$ cat src/rtl/cpsh_pkg.sv
// Shared types, constants and SHA-256 tables for the chained page hasher.
package cpsh_pkg;

    localparam int unsigned MAX_PAGE_TOKENS_DEF = 1024;
    localparam longint unsigned MAX_PATH_TOKENS_DEF = 64'd1048576;

    localparam int QUEUE_DEPTH = 4;
    localparam int QPTR_W = $clog2(QUEUE_DEPTH);

    typedef logic [31:0] word_t;

    localparam word_t PAD_WORD = 32'h8000_0000;

    typedef struct packed {
        logic [31:0] word;
        logic        word_present;
        logic        tok_end;
        logic        path_end;
    } cpsh_item_t;

    typedef enum logic [3:0] {
        ST_IDLE,
        ST_WORD,
        ST_TOKEN,
        ST_PAD1,
        ST_PAD2,
        ST_EMIT,
        ST_PATH,
        ST_CLOAD,
        ST_ROUND,
        ST_CADD
    } eng_state_t;

    typedef enum logic [0:0] {
        REG_OVERRIDE = 1'b0,
        REG_SOURCE   = 1'b1
    } cfg_reg_t;

    function automatic word_t rotr(word_t x, int n);
        return (x >> n) | (x << (32 - n));
    endfunction

    function automatic word_t init_h(logic [2:0] i);
        word_t r;
        unique case (i)
            3'd0: r = 32'h6a09e667;
            3'd1: r = 32'hbb67ae85;
            3'd2: r = 32'h3c6ef372;
            3'd3: r = 32'ha54ff53a;
            3'd4: r = 32'h510e527f;
            3'd5: r = 32'h9b05688c;
            3'd6: r = 32'h1f83d9ab;
            default: r = 32'h5be0cd19;
        endcase
        return r;
    endfunction

    function automatic word_t round_k(logic [5:0] i);
        word_t r;
        unique case (i)
            6'd0:  r = 32'h428a2f98;  6'd1:  r = 32'h71374491;
            6'd2:  r = 32'hb5c0fbcf;  6'd3:  r = 32'he9b5dba5;
            6'd4:  r = 32'h3956c25b;  6'd5:  r = 32'h59f111f1;
            6'd6:  r = 32'h923f82a4;  6'd7:  r = 32'hab1c5ed5;
            6'd8:  r = 32'hd807aa98;  6'd9:  r = 32'h12835b01;
            6'd10: r = 32'h243185be;  6'd11: r = 32'h550c7dc3;
            6'd12: r = 32'h72be5d74;  6'd13: r = 32'h80deb1fe;
            6'd14: r = 32'h9bdc06a7;  6'd15: r = 32'hc19bf174;
            6'd16: r = 32'he49b69c1;  6'd17: r = 32'hefbe4786;
            6'd18: r = 32'h0fc19dc6;  6'd19: r = 32'h240ca1cc;
            6'd20: r = 32'h2de92c6f;  6'd21: r = 32'h4a7484aa;
            6'd22: r = 32'h5cb0a9dc;  6'd23: r = 32'h76f988da;
            6'd24: r = 32'h983e5152;  6'd25: r = 32'ha831c66d;
            6'd26: r = 32'hb00327c8;  6'd27: r = 32'hbf597fc7;
            6'd28: r = 32'hc6e00bf3;  6'd29: r = 32'hd5a79147;
            6'd30: r = 32'h06ca6351;  6'd31: r = 32'h14292967;
            6'd32: r = 32'h27b70a85;  6'd33: r = 32'h2e1b2138;
            6'd34: r = 32'h4d2c6dfc;  6'd35: r = 32'h53380d13;
            6'd36: r = 32'h650a7354;  6'd37: r = 32'h766a0abb;
            6'd38: r = 32'h81c2c92e;  6'd39: r = 32'h92722c85;
            6'd40: r = 32'ha2bfe8a1;  6'd41: r = 32'ha81a664b;
            6'd42: r = 32'hc24b8b70;  6'd43: r = 32'hc76c51a3;
            6'd44: r = 32'hd192e819;  6'd45: r = 32'hd6990624;
            6'd46: r = 32'hf40e3585;  6'd47: r = 32'h106aa070;
            6'd48: r = 32'h19a4c116;  6'd49: r = 32'h1e376c08;
            6'd50: r = 32'h2748774c;  6'd51: r = 32'h34b0bcb5;
            6'd52: r = 32'h391c0cb3;  6'd53: r = 32'h4ed8aa4a;
            6'd54: r = 32'h5b9cca4f;  6'd55: r = 32'h682e6ff3;
            6'd56: r = 32'h748f82ee;  6'd57: r = 32'h78a5636f;
            6'd58: r = 32'h84c87814;  6'd59: r = 32'h8cc70208;
            6'd60: r = 32'h90befffa;  6'd61: r = 32'ha4506ceb;
            6'd62: r = 32'hbef9a3f7;  default: r = 32'hc67178f2;
        endcase
        return r;
    endfunction

endpackage

$ cat src/rtl/cpsh_front.sv
// Input front end: accepts words and queues them for the hash engine.
module cpsh_front
    import cpsh_pkg::*;
(
    input  logic        aclk,
    input  logic        aresetn,
    input  logic        s_tvalid,
    output logic        s_tready,
    input  logic [31:0] s_tdata,   // word
    input  logic [1:0]  s_tuser,   // word_present, token end flag
    input  logic        s_tlast,   // path_end
    output logic        q_valid,
    input  logic        q_ready,
    output cpsh_item_t  q_item
);

    cpsh_item_t           mem_reg [QUEUE_DEPTH];
    logic [QPTR_W-1:0]    wr_ptr_reg;
    logic [QPTR_W-1:0]    rd_ptr_reg;
    logic [QPTR_W:0]      count_reg;
    logic                 push;
    logic                 pop;

    assign s_tready = (count_reg != (QPTR_W+1)'(QUEUE_DEPTH));
    assign q_valid  = (count_reg != '0);
    assign q_item   = mem_reg[rd_ptr_reg];
    assign push     = s_tvalid && s_tready;
    assign pop      = q_valid && q_ready;

    always_ff @(posedge aclk) begin
        if (push) begin
            mem_reg[wr_ptr_reg] <= '{word: s_tdata, word_present: s_tuser[0],
                                     tok_end: s_tuser[1], path_end: s_tlast};
        end
    end

    always_ff @(posedge aclk) begin
        if (!aresetn) begin
            wr_ptr_reg <= '0;
            rd_ptr_reg <= '0;
            count_reg  <= '0;
        end else begin
            if (push) wr_ptr_reg <= wr_ptr_reg + 1'b1;
            if (pop)  rd_ptr_reg <= rd_ptr_reg + 1'b1;
            if (push && !pop)      count_reg <= count_reg + 1'b1;
            else if (pop && !push) count_reg <= count_reg - 1'b1;
        end
    end

endmodule

$ cat src/rtl/cpsh_engine.sv
// Hash engine: page accounting, SHA-256 padding and round-per-cycle compression.
module cpsh_engine
    import cpsh_pkg::*;
#(
    parameter longint unsigned MAX_PATH_TOKENS = MAX_PATH_TOKENS_DEF
)
(
    input  logic         aclk,
    input  logic         aresetn,
    input  logic         q_valid,
    output logic         q_ready,
    input  cpsh_item_t   q_item,
    input  logic [10:0]  eff_size,
    output logic         m_tvalid,
    input  logic         m_tready,
    output logic [319:0] m_tdata
);

    localparam int TB_W = $clog2(MAX_PATH_TOKENS + 2);
    localparam int EW   = ((TB_W > 11) ? TB_W : 11) + 1;

    eng_state_t     state_reg, state_next;
    eng_state_t     ret_reg;
    cpsh_item_t     item_reg;
    word_t          buf_reg   [16];
    word_t          hash_reg  [8];
    word_t          prior_reg [8];
    word_t          wv_reg    [8];
    logic           has_prior_reg;
    logic [31:0]    byte_cnt_reg;
    logic [10:0]    tok_reg;
    logic [TB_W-1:0] base_reg;
    logic [TB_W-1:0] pages_reg;
    logic [5:0]     round_reg;
    logic           out_valid_reg;
    logic [319:0]   out_data_reg;

    logic [3:0]     slot;
    word_t          be_word;
    logic [10:0]    tok_inc;
    logic           page_full;
    word_t          len_hi, len_lo;
    logic [EW-1:0]  end_w;
    logic           fits;
    logic           can_load;
    logic           load_out;
    logic [63:0]    pages64, base64, end64;
    word_t          s0, s1, w_new, t1, t2, sig0, sig1, ch, maj;

    assign slot     = byte_cnt_reg[5:2];
    assign be_word  = {item_reg.word[7:0], item_reg.word[15:8],
                       item_reg.word[23:16], item_reg.word[31:24]};
    assign tok_inc  = (tok_reg == 11'h7ff) ? tok_reg : tok_reg + 11'd1;
    assign page_full = (tok_inc >= eff_size);
    assign len_hi   = {29'd0, byte_cnt_reg[31:29]};
    assign len_lo   = {byte_cnt_reg[28:0], 3'd0};
    assign end_w    = EW'(base_reg) + EW'(tok_reg);
    assign fits     = (end_w <= EW'(MAX_PATH_TOKENS));
    assign can_load = !out_valid_reg || m_tready;
    assign load_out = (state_reg == ST_EMIT) && fits && can_load;
    assign pages64  = 64'(pages_reg);
    assign base64   = 64'(base_reg);
    assign end64    = 64'(end_w);

    assign q_ready  = (state_reg == ST_IDLE);
    assign m_tvalid = out_valid_reg;
    assign m_tdata  = out_data_reg;

    // message schedule and round function
    assign s0    = rotr(buf_reg[1], 7) ^ rotr(buf_reg[1], 18) ^ (buf_reg[1] >> 3);
    assign s1    = rotr(buf_reg[14], 17) ^ rotr(buf_reg[14], 19) ^ (buf_reg[14] >> 10);
    assign w_new = buf_reg[0] + s0 + buf_reg[9] + s1;
    assign sig1  = rotr(wv_reg[4], 6) ^ rotr(wv_reg[4], 11) ^ rotr(wv_reg[4], 25);
    assign sig0  = rotr(wv_reg[0], 2) ^ rotr(wv_reg[0], 13) ^ rotr(wv_reg[0], 22);
    assign ch    = (wv_reg[4] & wv_reg[5]) ^ (~wv_reg[4] & wv_reg[6]);
    assign maj   = (wv_reg[0] & wv_reg[1]) ^ (wv_reg[0] & wv_reg[2]) ^ (wv_reg[1] & wv_reg[2]);
    assign t1    = wv_reg[7] + sig1 + ch + round_k(round_reg) + buf_reg[0];
    assign t2    = sig0 + maj;

    always_comb begin
        state_next = state_reg;
        unique case (state_reg)
            ST_IDLE:  if (q_valid) state_next = ST_WORD;
            ST_WORD:  state_next = (item_reg.word_present && slot == 4'hf) ? ST_CLOAD
                                                                          : ST_TOKEN;
            ST_TOKEN: state_next = (item_reg.tok_end && eff_size != '0 && page_full)
                                   ? ST_PAD1 : ST_PATH;
            ST_PAD1:  state_next = ST_CLOAD;
            ST_PAD2:  state_next = ST_CLOAD;
            ST_EMIT:  state_next = (fits && !can_load) ? ST_EMIT : ST_PATH;
            ST_PATH:  state_next = ST_IDLE;
            ST_CLOAD: state_next = ST_ROUND;
            ST_ROUND: if (round_reg == 6'd63) state_next = ST_CADD;
            ST_CADD:  state_next = ret_reg;
            default:  state_next = ST_IDLE;
        endcase
    end

    always_ff @(posedge aclk) begin
        if (load_out) begin
            out_data_reg <= {3'd0, end64[20:0], base64[19:0], pages64[19:0],
                             hash_reg[6], hash_reg[7], hash_reg[4], hash_reg[5],
                             hash_reg[2], hash_reg[3], hash_reg[0], hash_reg[1]};
        end
    end

    always_ff @(posedge aclk) begin
        if (!aresetn) begin
            state_reg     <= ST_IDLE;
            ret_reg       <= ST_IDLE;
            has_prior_reg <= 1'b0;
            byte_cnt_reg  <= '0;
            tok_reg       <= '0;
            base_reg      <= '0;
            pages_reg     <= '0;
            round_reg     <= '0;
            out_valid_reg <= 1'b0;
            for (int i = 0; i < 8; i++) begin
                hash_reg[i]  <= init_h(3'(i));
                prior_reg[i] <= '0;
            end
        end else begin
            state_reg <= state_next;
            if (load_out)      out_valid_reg <= 1'b1;
            else if (m_tready) out_valid_reg <= 1'b0;

            case (state_reg)
                ST_IDLE: begin
                    if (q_valid) item_reg <= q_item;
                end
                ST_WORD: begin
                    if (item_reg.word_present) begin
                        buf_reg[slot] <= be_word;
                        byte_cnt_reg  <= byte_cnt_reg + 32'd4;
                        ret_reg       <= ST_TOKEN;
                    end
                end
                ST_TOKEN: begin
                    if (item_reg.tok_end) begin
                        if (eff_size == '0) begin
                            tok_reg <= '0;
                            for (int i = 0; i < 8; i++) begin
                                hash_reg[i] <= init_h(3'(i));
                                buf_reg[i]  <= prior_reg[i];
                            end
                            byte_cnt_reg <= has_prior_reg ? 32'd32 : 32'd0;
                        end else begin
                            tok_reg <= tok_inc;
                        end
                    end
                end
                ST_PAD1: begin
                    // pad word then length; with no room for the length after the pad word, spill into a second block
                    for (int i = 0; i < 16; i++) begin
                        if (4'(i) == slot) begin
                            buf_reg[i] <= PAD_WORD;
                        end else if (4'(i) > slot) begin
                            if (slot >= 4'd14) buf_reg[i] <= '0;
                            else if (i == 14)  buf_reg[i] <= len_hi;
                            else if (i == 15)  buf_reg[i] <= len_lo;
                            else               buf_reg[i] <= '0;
                        end
                    end
                    ret_reg <= (slot >= 4'd14) ? ST_PAD2 : ST_EMIT;
                end
                ST_PAD2: begin
                    for (int i = 0; i < 14; i++) buf_reg[i] <= '0;
                    buf_reg[14] <= len_hi;
                    buf_reg[15] <= len_lo;
                    ret_reg     <= ST_EMIT;
                end
                ST_EMIT: begin
                    if (!(fits && !can_load)) begin
                        has_prior_reg <= 1'b1;
                        base_reg  <= fits ? end_w[TB_W-1:0] : TB_W'(MAX_PATH_TOKENS + 1);
                        pages_reg <= pages_reg + 1'b1;
                        tok_reg   <= '0;
                        for (int i = 0; i < 8; i++) begin
                            prior_reg[i] <= hash_reg[i];
                            buf_reg[i]   <= hash_reg[i];
                            hash_reg[i]  <= init_h(3'(i));
                        end
                        byte_cnt_reg <= 32'd32;
                    end
                end
                ST_PATH: begin
                    if (item_reg.path_end) begin
                        has_prior_reg <= 1'b0;
                        tok_reg       <= '0;
                        pages_reg     <= '0;
                        base_reg      <= '0;
                        byte_cnt_reg  <= '0;
                        for (int i = 0; i < 8; i++) begin
                            prior_reg[i] <= '0;
                            hash_reg[i]  <= init_h(3'(i));
                        end
                    end
                end
                ST_CLOAD: begin
                    for (int i = 0; i < 8; i++) wv_reg[i] <= hash_reg[i];
                    round_reg <= '0;
                end
                ST_ROUND: begin
                    for (int i = 0; i < 15; i++) buf_reg[i] <= buf_reg[i+1];
                    buf_reg[15] <= w_new;
                    wv_reg[0] <= t1 + t2;
                    wv_reg[1] <= wv_reg[0];
                    wv_reg[2] <= wv_reg[1];
                    wv_reg[3] <= wv_reg[2];
                    wv_reg[4] <= wv_reg[3] + t1;
                    wv_reg[5] <= wv_reg[4];
                    wv_reg[6] <= wv_reg[5];
                    wv_reg[7] <= wv_reg[6];
                    round_reg <= round_reg + 6'd1;
                end
                ST_CADD: begin
                    for (int i = 0; i < 8; i++) hash_reg[i] <= hash_reg[i] + wv_reg[i];
                end
                default: ;
            endcase
        end
    end

endmodule

$ cat src/rtl/chained_page_sha256.sv
// Top level of the chained page SHA-256 hasher with its APB register port.
//
// Words of a token path enter on the s_ stream, one 32-bit word per word
// transfer; tuser flags a present word and a token end, tlast ends the path.
// Each full page of tokens within MAX_PATH_TOKENS gives one 320-bit result word on the m_ stream:
// the 32-byte digest, the page index and the page's token range.
// Page size comes from two APB registers (override at 0x0, source at 0x4).
// The engine sequencer takes each word through its idle, word, token and
// path states; a word that fills a 64-byte block adds a compression (load,
// 64 rounds, feed-forward). A closing page adds one or two padding blocks,
// each with a pad state and a compression, plus an emit state that loads
// the result. The single round unit sets the word rate, and the engine takes
// no new word from the queue while it compresses.
// A 4-entry input queue lets the source run ahead during compressions.
// Reset clears the chain, counters and queue; the hash state returns to its
// initial value. If the receiver stalls, one result waits in the output
// register and the engine halts only when the next page must be delivered.
module chained_page_sha256
    import cpsh_pkg::*;
#(
    parameter int unsigned     MAX_PAGE_TOKENS = MAX_PAGE_TOKENS_DEF,
    parameter longint unsigned MAX_PATH_TOKENS = MAX_PATH_TOKENS_DEF
)
(
    input  logic         aclk,
    input  logic         aresetn,
    input  logic         s_tvalid,
    output logic         s_tready,
    input  logic [31:0]  s_tdata,   // word
    input  logic [1:0]   s_tuser,   // word_present, token end flag
    input  logic         s_tlast,   // path_end
    output logic         m_tvalid,
    input  logic         m_tready,
    output logic [319:0] m_tdata,   // digest_0..3, page_number, first_token, end_token
    input  logic         psel,
    input  logic         penable,
    input  logic         pwrite,
    input  logic [2:0]   paddr,
    input  logic [31:0]  pwdata,
    output logic [31:0]  prdata,
    output logic         pready
);

    logic [10:0] override_reg;
    logic [10:0] source_reg;
    logic [10:0] raw_size;
    logic [10:0] eff_size;
    logic        q_valid;
    logic        q_ready;
    cpsh_item_t  q_item;
    cfg_reg_t    sel;

    assign pready = 1'b1;
    assign sel    = cfg_reg_t'(paddr[2]);

    always_ff @(posedge aclk) begin
        if (!aresetn) begin
            override_reg <= '0;
            source_reg   <= '0;
        end else if (psel && penable && pwrite) begin
            unique case (sel)
                REG_OVERRIDE: override_reg <= pwdata[10:0];
                REG_SOURCE:   source_reg   <= pwdata[10:0];
                default: ;
            endcase
        end
    end

    always_comb begin
        unique case (sel)
            REG_OVERRIDE: prdata = {21'd0, override_reg};
            REG_SOURCE:   prdata = {21'd0, source_reg};
            default:      prdata = '0;
        endcase
    end

    assign raw_size = (override_reg != '0) ? override_reg : source_reg;
    assign eff_size = (32'(raw_size) > 32'(MAX_PAGE_TOKENS)) ? 11'(MAX_PAGE_TOKENS)
                                                              : raw_size;

    cpsh_front u_front (
        .aclk     (aclk),
        .aresetn  (aresetn),
        .s_tvalid (s_tvalid),
        .s_tready (s_tready),
        .s_tdata  (s_tdata),
        .s_tuser  (s_tuser),
        .s_tlast  (s_tlast),
        .q_valid  (q_valid),
        .q_ready  (q_ready),
        .q_item   (q_item)
    );

    cpsh_engine #(
        .MAX_PATH_TOKENS (MAX_PATH_TOKENS)
    ) u_engine (
        .aclk      (aclk),
        .aresetn   (aresetn),
        .q_valid   (q_valid),
        .q_ready   (q_ready),
        .q_item    (q_item),
        .eff_size  (eff_size),
        .m_tvalid  (m_tvalid),
        .m_tready  (m_tready),
        .m_tdata   (m_tdata)
    );

endmodule

$ cat config.mk
export PLATFORM = sky130hd
export DESIGN_NAME = chained_page_sha256
export DESIGN_NICKNAME = d
export VERILOG_FILES = /design/src/rtl/cpsh_pkg.sv /design/src/rtl/cpsh_front.sv /design/src/rtl/cpsh_engine.sv /design/src/rtl/chained_page_sha256.sv
export SDC_FILE = /design/constraint.sdc
export NUM_CORES = 2
export LEC_CHECK = 0
export ABC_AREA = 1
export BUFFER_PORTS_ARGS = -buffer_cell sky130_fd_sc_hd__clkbuf_2
export CAP_MARGIN = 40
export CORE_ASPECT_RATIO = 1.2
export CORE_MARGIN = 3
export CORE_UTILIZATION = 39
export DETAILED_ROUTE_END_ITERATION = 12
export SYNTH_ARGS = -nofsm -noshare
export SYNTH_HDL_FRONTEND = slang
export SYNTH_SLANG_ARGS = --single-unit
$ cat constraint.sdc
create_clock -name aclk -period 15.7 [get_ports aclk]
set_input_delay 3.14 -clock aclk [delete_from_list [all_inputs] [get_ports aclk]]
set_output_delay 3.14 -clock aclk [all_outputs]
set_load 0.05 [all_outputs]
==> Yosys cells after proc, flatten, opt, wreduce, memory -nomap -nowiden <==
Memories as Yosys holds them, arrays and structs flattened. A register that Yosys moved wholly into a read port is not among the register bits.
Cells that the tools add are included.
{ "totals": {"regBits": 447, "ramBits": 1420, "mem_bits_ro": 2048, "in_bits": 77, "output_inout_bits": 355, "wordCells": 833, "n_memories": 6} }
{ "classes": {"addsub": 27, "n_lt_le_gt_ge": 20, "n_eq_ne": 35, "mux": 526, "bitwise": 164, "reduce_logical": 40} }
{ "mem_list": {"columns": ["name", "words", "width", "rd", "rd_clocked_by_memory_dff", "write_ports", "line", "source"], "rows": [
  ["(name not given)", 64, 32, 1, 1, 0, "cpsh_pkg.sv:60", "unique case (i)"],
  ["u_engine.buf_reg", 16, 32, 16, 0, 16, "cpsh_engine.sv:25", "word_t buf_reg [16];"],
  ["u_engine.hash_reg", 8, 32, 8, 0, 8, "cpsh_engine.sv:26", "word_t hash_reg [8];"],
  ["u_engine.prior_reg", 8, 32, 8, 0, 8, "cpsh_engine.sv:27", "word_t prior_reg [8];"],
  ["u_engine.wv_reg", 8, 32, 8, 0, 8, "cpsh_engine.sv:28", "word_t wv_reg [8];"],
  ["u_front.mem_reg", 4, 35, 1, 1, 1, "cpsh_front.sv:17", "cpsh_item_t mem_reg [QUEUE_DEPTH];"]
]} }
{ "ops": {"columns": ["operator", "count"], "rows": [
  ["$mux W32", 230],
  ["$add A32 B32 Y32", 18],
  ["$xor A32 B32 Y32", 9],
  ["$mux W1", 264],
  ["$and A32 B32 Y32", 5],
  ["$or A1 B1 Y1", 136],
  ["$pmux W32 S4", 1],
  ["$mux W21", 4],
  ["$pmux W21 S2", 2],
  ["$mux W11", 7],
  ["$pmux W32 S2", 1],
  ["$pmux W11 S3", 1],
  ["$add A32 B3 Y32 const B", 1],
  ["$eq A4 B4 Y1 const A", 8],
  ["$gt A4 B4 Y1 const A", 8],
  ["$not A32 Y32", 1],
  ["$or A10 B32 Y32", 1],
  ["$or A13 B32 Y32", 1],
  ["$or A14 B32 Y32", 1],
  ["$or A15 B32 Y32", 1],
  ["$or A19 B32 Y32", 1],
  ["$or A21 B32 Y32", 1],
  ["$or A25 B32 Y32", 1],
  ["$or A26 B32 Y32", 1],
  ["other kinds (54)", 108]
]} }

==> Longest topological paths before layout <==
{ "logic_depth": {"word_depth": 18, "mapped_depth": 40} }

==> Hierarchy <==
Synthesis repeated with hierarchy kept, for this count alone.
{ "unflattened": {"cells_unflattened": 12843, "area_unflattened_um2": 108715.5} }
{ "modules_own_cells": {"columns": ["mod", "instances", "cells_per_inst", "area_each_um2"], "rows": [
  ["cpsh_engine", 1, 12232, 101701.3],
  ["cpsh_front", 1, 406, 5645.4],
  ["chained_page_sha256", 1, 205, 1368.8]
]} }

==> Worst setup path before layout <==
Ideal clock, no wire load.
{ "synth_path": {"path_type": "input port to flip-flop", "startpoint": "input m_tready", "endpoint": "register u_engine.out_data_reg[0] (netlist: u_engine.m_tdata[0]), read port of u_engine.hash_reg (enable)", "setup_time_ns": 0.805, "arrival_ns": 12.086, "t_required_ns": 14.895, "slack_ns": 2.809, "cell_stages": 3, "path_buffers": 1, "path_cell_list": "nor2_1 -> nor2_1 -> clkbuf_1"} }
{ "synth_via": {"elab_chain_len": 2} }
{ "synth_lines": {"columns": ["item", "line", "source"], "rows": [
  ["start: declaration", "chained_page_sha256.sv:33", "input logic m_tready,"],
  ["$logic_or A1 B1 Y1", "cpsh_engine.sv:59", "assign can_load = !out_valid_reg || m_tready;"],
  ["$logic_and A1 B1 Y1", "cpsh_engine.sv:60", "assign load_out = (state_reg == ST_EMIT) && fits && can_load;"],
  ["net u_engine.load_out", "cpsh_engine.sv:46", "logic load_out;"],
  ["end: declaration", "cpsh_engine.sv:36", "logic [319:0] out_data_reg;"]
]} }
The timed path passes the listed nets, and every way through them passes these cells.
A chain may end at the register's enable or synchronous reset.

==> key figures <==
Critical path
  • Setup crit start: u_engine.wv_reg[0][131]$_DFFE_PP_
  • Reg2reg start: u_engine.wv_reg[0][131]$_DFFE_PP_
  • WP data required: 16360 ps
  • CP Capture Type: register
  • WS Path Type: register to register
  • Worst reg2reg path depth: 27
  • Flop-to-flop setup slack: 7500 ps
  • Worst-path fanout max: 6
  • Slowest-stage cell, CP: edfxtp_1
  • Crit path capture: u_engine.wv_reg[0][30]$_DFFE_PP_
  • Max stage delay on crit path: 740 ps
  • Worst setup SP type: register
  • Worst r2r dst: u_engine.wv_reg[0][30]$_DFFE_PP_
  • Critical Path AT: around 8900 ps

Die
  • Std cell rows: 216
  • DIE HEIGHT: 597 um
  • Core area: 0.289 mm^2
  • Die area: 0.298 mm^2
  • I/O pins: 432
  • Chip width: 499 um
  • Initial Utilization: 0.393

Global routing
  • Largest net degree at the start of global routing: approximately 130
  • Total GRT Usage: 0.327
  • Met3 Track Usage GR: 0.0664
  • Vias in the first global route: 94300
  • Initial antenna violation count: 44
  • Remaining global-route overflow: 0
  • Met1 Use GR: 0.407
  • Grt met2 use: 0.494
  • Layer with the highest usage: met2
  • First-pass GRT wire length: 701000 um

Layout
  • Post-Layout Cell Count: 18300
  • Fillers: between 20000 and 30000
  • Max reg flops: 512
  • Share of cells above drive strength 1: 0.0751
  • Final net count: 15000
  • Area growth from synthesis to layout: 11.8%

Timing
  • Worst hold slack: 462 ps
  • Final clock skew: 122 ps
  • Final Setup Violations: 0
  • FMAX: between 0.1 and 0.15 GHz
  • RSZ-0062 raised after global routing: false
  • Fin. Hold Viols: 0
  • Min Tclk post-route: between 8000 and 9000 ps
  • Fin. max-slew vios: 0
  • Max-slew headroom at the worst pin: 0.326
  • Setup TNS: 0 ps
  • Slew @ Worst Pin: 1010 ps
  • Tcrit/Tclk final: 0.522

Logic synthesis
  • Mean Syn Cell Area: 8.02 um^2
  • Ys Warns: 0
  • Most frequent cells after synthesis: 3313 x nand2_1, 1873 x inv_1, 1303 x o21ai_0
  • Post-synth EDFFs: ~1200
  • Yosys top cell area share: 0.325
  • Synthesized cell area: 0.114 mm^2
  • Yosys reg bits: 1930
  • FFs w/ async S/R, synth: 0
  • Primary FF master, synth: edfxtp_1
  • Cell taking the most area after synthesis: edfxtp_1
  • Top cells by area, synth: edfxtp_1 32%, dfxtp_1 12%, nand2_1 11%
  • Synth Instances: 14200
  • Cell variety after synth: 74
  • Sequential area share after synthesis: 0.448
  • Dominant cell by count in the synthesized netlist: nand2_1

Drt
  • Post-DR wirelength/cell: around 27 um
  • Vias: between 100k and 150k
  • Vias/cell: 5.63
  • Iter 0 DRT Violations: approximately 13000
  • ANT nets after route: 0
  • DRC: 0
  • 1st-pass router iterations: 6
  • Post-Route WL: 504000 um

Power
  • Internal power: between 10000 and 15000 uW
  • Register share of total power: 0.230
  • Leak pwr: 0.0550 uW
  • Overall power: 29600 uW
  • Power Density: 233 mW/mm^2
  • VDD IR max: 0.000321 V
  • Share of power burned in the clock network: 0.181
  • Sw Pwr: roughly 15000 uW
  • Logic pwr share: 0.589
  • Sw Share: 0.499

Place
  • Port Buffers: ~380
  • Cells after DPL: 17900
  • Placed wire-length estimate: 365000 um
  • Gpl congestion: 1.02

Hold path
  • Class of the worst hold path: register to register

Clock network
  • CTS tree: yes
  • CTS Buf Count: around 210
  • Post-CTS Setup Bufs: 0
  • CTS root buf: clkbuf_16
  • Depth of the CTS H-tree: 4
  • Clock transition at path regs: 70 ps
  • Clock Latency Late Sink: 950 ps
  • Post-cts repair resize count: 0
  • Maximum buffer depth of the clock tree: 4
  • Post-CTS Hold Buffers: 0
  • Clock Sinks: 1930

Outcome
  • Run status: completed

Flow run
  • Max-cap violations: 0
## power by group through the flow
stage               registers [uW]  clock network, uW  logic [uW]
floorplan                     6840                  0       10700
global placement              6890                  0       16500
detailed placement            6890                  0       16800
CTS                           6790               5390       17000
global route                  6850               5580       18800
finish                        6810               5340       17400
## per-stage QoR
stage	setup WS, ps	cell area, um^2	util
6_report	7500	127000	0.439
5_1_grt	7300	127000	0.439
4_1_cts	7610	127000	0.439
3_5_place_dp	7670	120000	0.414
3_3_place_gp	7420	119000	0.410
2_1_floorplan	2810	114000	-
## logic make-up after synthesis
logic type | share of synthesized area
AOI/OAI and AO/OA | 0.132
xor gates and xnor gates | 0.0323
adders and majority gates | 0.0822
buffers and inverters | 0.0918
DFF | 0.448
muxes | 0.00185
other | 0.0000661
and+or+nand+nor | 0.211
## layout make-up
class	count	area, um^2	area share
inverter	1900	7150	0.0563
clock inverter	112	1290	0.0101
timing repair buffer	609	4210	0.0331
sequential	1930	50900	0.401
multi-input combinational	9655	52600	0.414
clock buffer	278	5940	0.0468
antenna	48	120	0.000946
tap	3815	4770	0.0376
## worst max-delay path, delay by kind of cell, from the launching register on
family / cells / cell delay [ps]
flip-flops: 1 / 740
AO/OA/AOI/OAI: 8 / 1900
adder cells (fa/ha/maj): 6 / 2790
XOR/XNOR: 1 / 700
multiplexers: 1 / 180
AND/OR/NAND/NOR: 8 / 1420
buffers and inverters: 3 / 160
## cells in the final DEF, fill, tap and decap left out, drive strengths merged, types with 33 or more instances in the layout
| cell | synthesis | routed |
|---|---|---|
| a21o | 46 | 46 |
| a21oi | 811 | 811 |
| a31oi | 99 | 99 |
| buf | 275 | 227 |
| clkbuf | 431 | 660 |
| clkinv | 9 | 67 |
| dfxtp | 702 | 702 |
| diode | 0 | 48 |
| edfxtp | 1228 | 1228 |
| fa | 197 | 197 |
| ha | 422 | 422 |
| inv | 1891 | 1906 |
| nand2 | 3319 | 3319 |
| nand3 | 970 | 970 |
| nand4 | 65 | 65 |
| nor2 | 1252 | 1252 |
| nor3 | 122 | 122 |
| nor4 | 34 | 34 |
| o2111ai | 33 | 33 |
| o211ai | 70 | 70 |
| o21a | 46 | 46 |
| o21ai | 1343 | 1343 |
| o221ai | 34 | 34 |
| o22ai | 79 | 79 |
| o31ai | 38 | 38 |
| xnor2 | 189 | 189 |
| xor2 | 230 | 230 |
## how the worst min path moves through the flow
| stage | startpoint | slack [ps] | cells past startpoint | end |
|---|---|---|---|---|
| global placement | u_engine.ret_reg[2]$_SDFFE_PN0P_ | 450 | 2 | u_engine.ret_reg[2]$_SDFFE_PN0P_ |
| finish | u_engine.base_reg[6]$_SDFFE_PN0P_ | 460 | 0 | u_engine.m_tdata[282]$_DFFE_PP_ |
| floorplan | u_engine.pages_reg[19]$_SDFFE_PN0P_ | 410 | 0 | u_engine.m_tdata[275]$_DFFE_PP_ |
| detailed placement | u_engine.pages_reg[11]$_SDFFE_PN0P_ | 450 | 0 | u_engine.m_tdata[267]$_DFFE_PP_ |
| global route | u_engine.pages_reg[9]$_SDFFE_PN0P_ | 490 | 0 | u_engine.m_tdata[265]$_DFFE_PP_ |
| CTS | u_engine.ret_reg[2]$_SDFFE_PN0P_ | 470 | 2 | u_engine.ret_reg[2]$_SDFFE_PN0P_ |
## metal layers
layer / vias up / part of all wire
met4: 34 / 0.093
met2: 5728 / 0.43
met1: 49000 / 0.37
li1: 47100 / -
met3: 1364 / 0.099
met5: - / 0.00046
No activity file was read; power rests on OpenSTA's default activity.
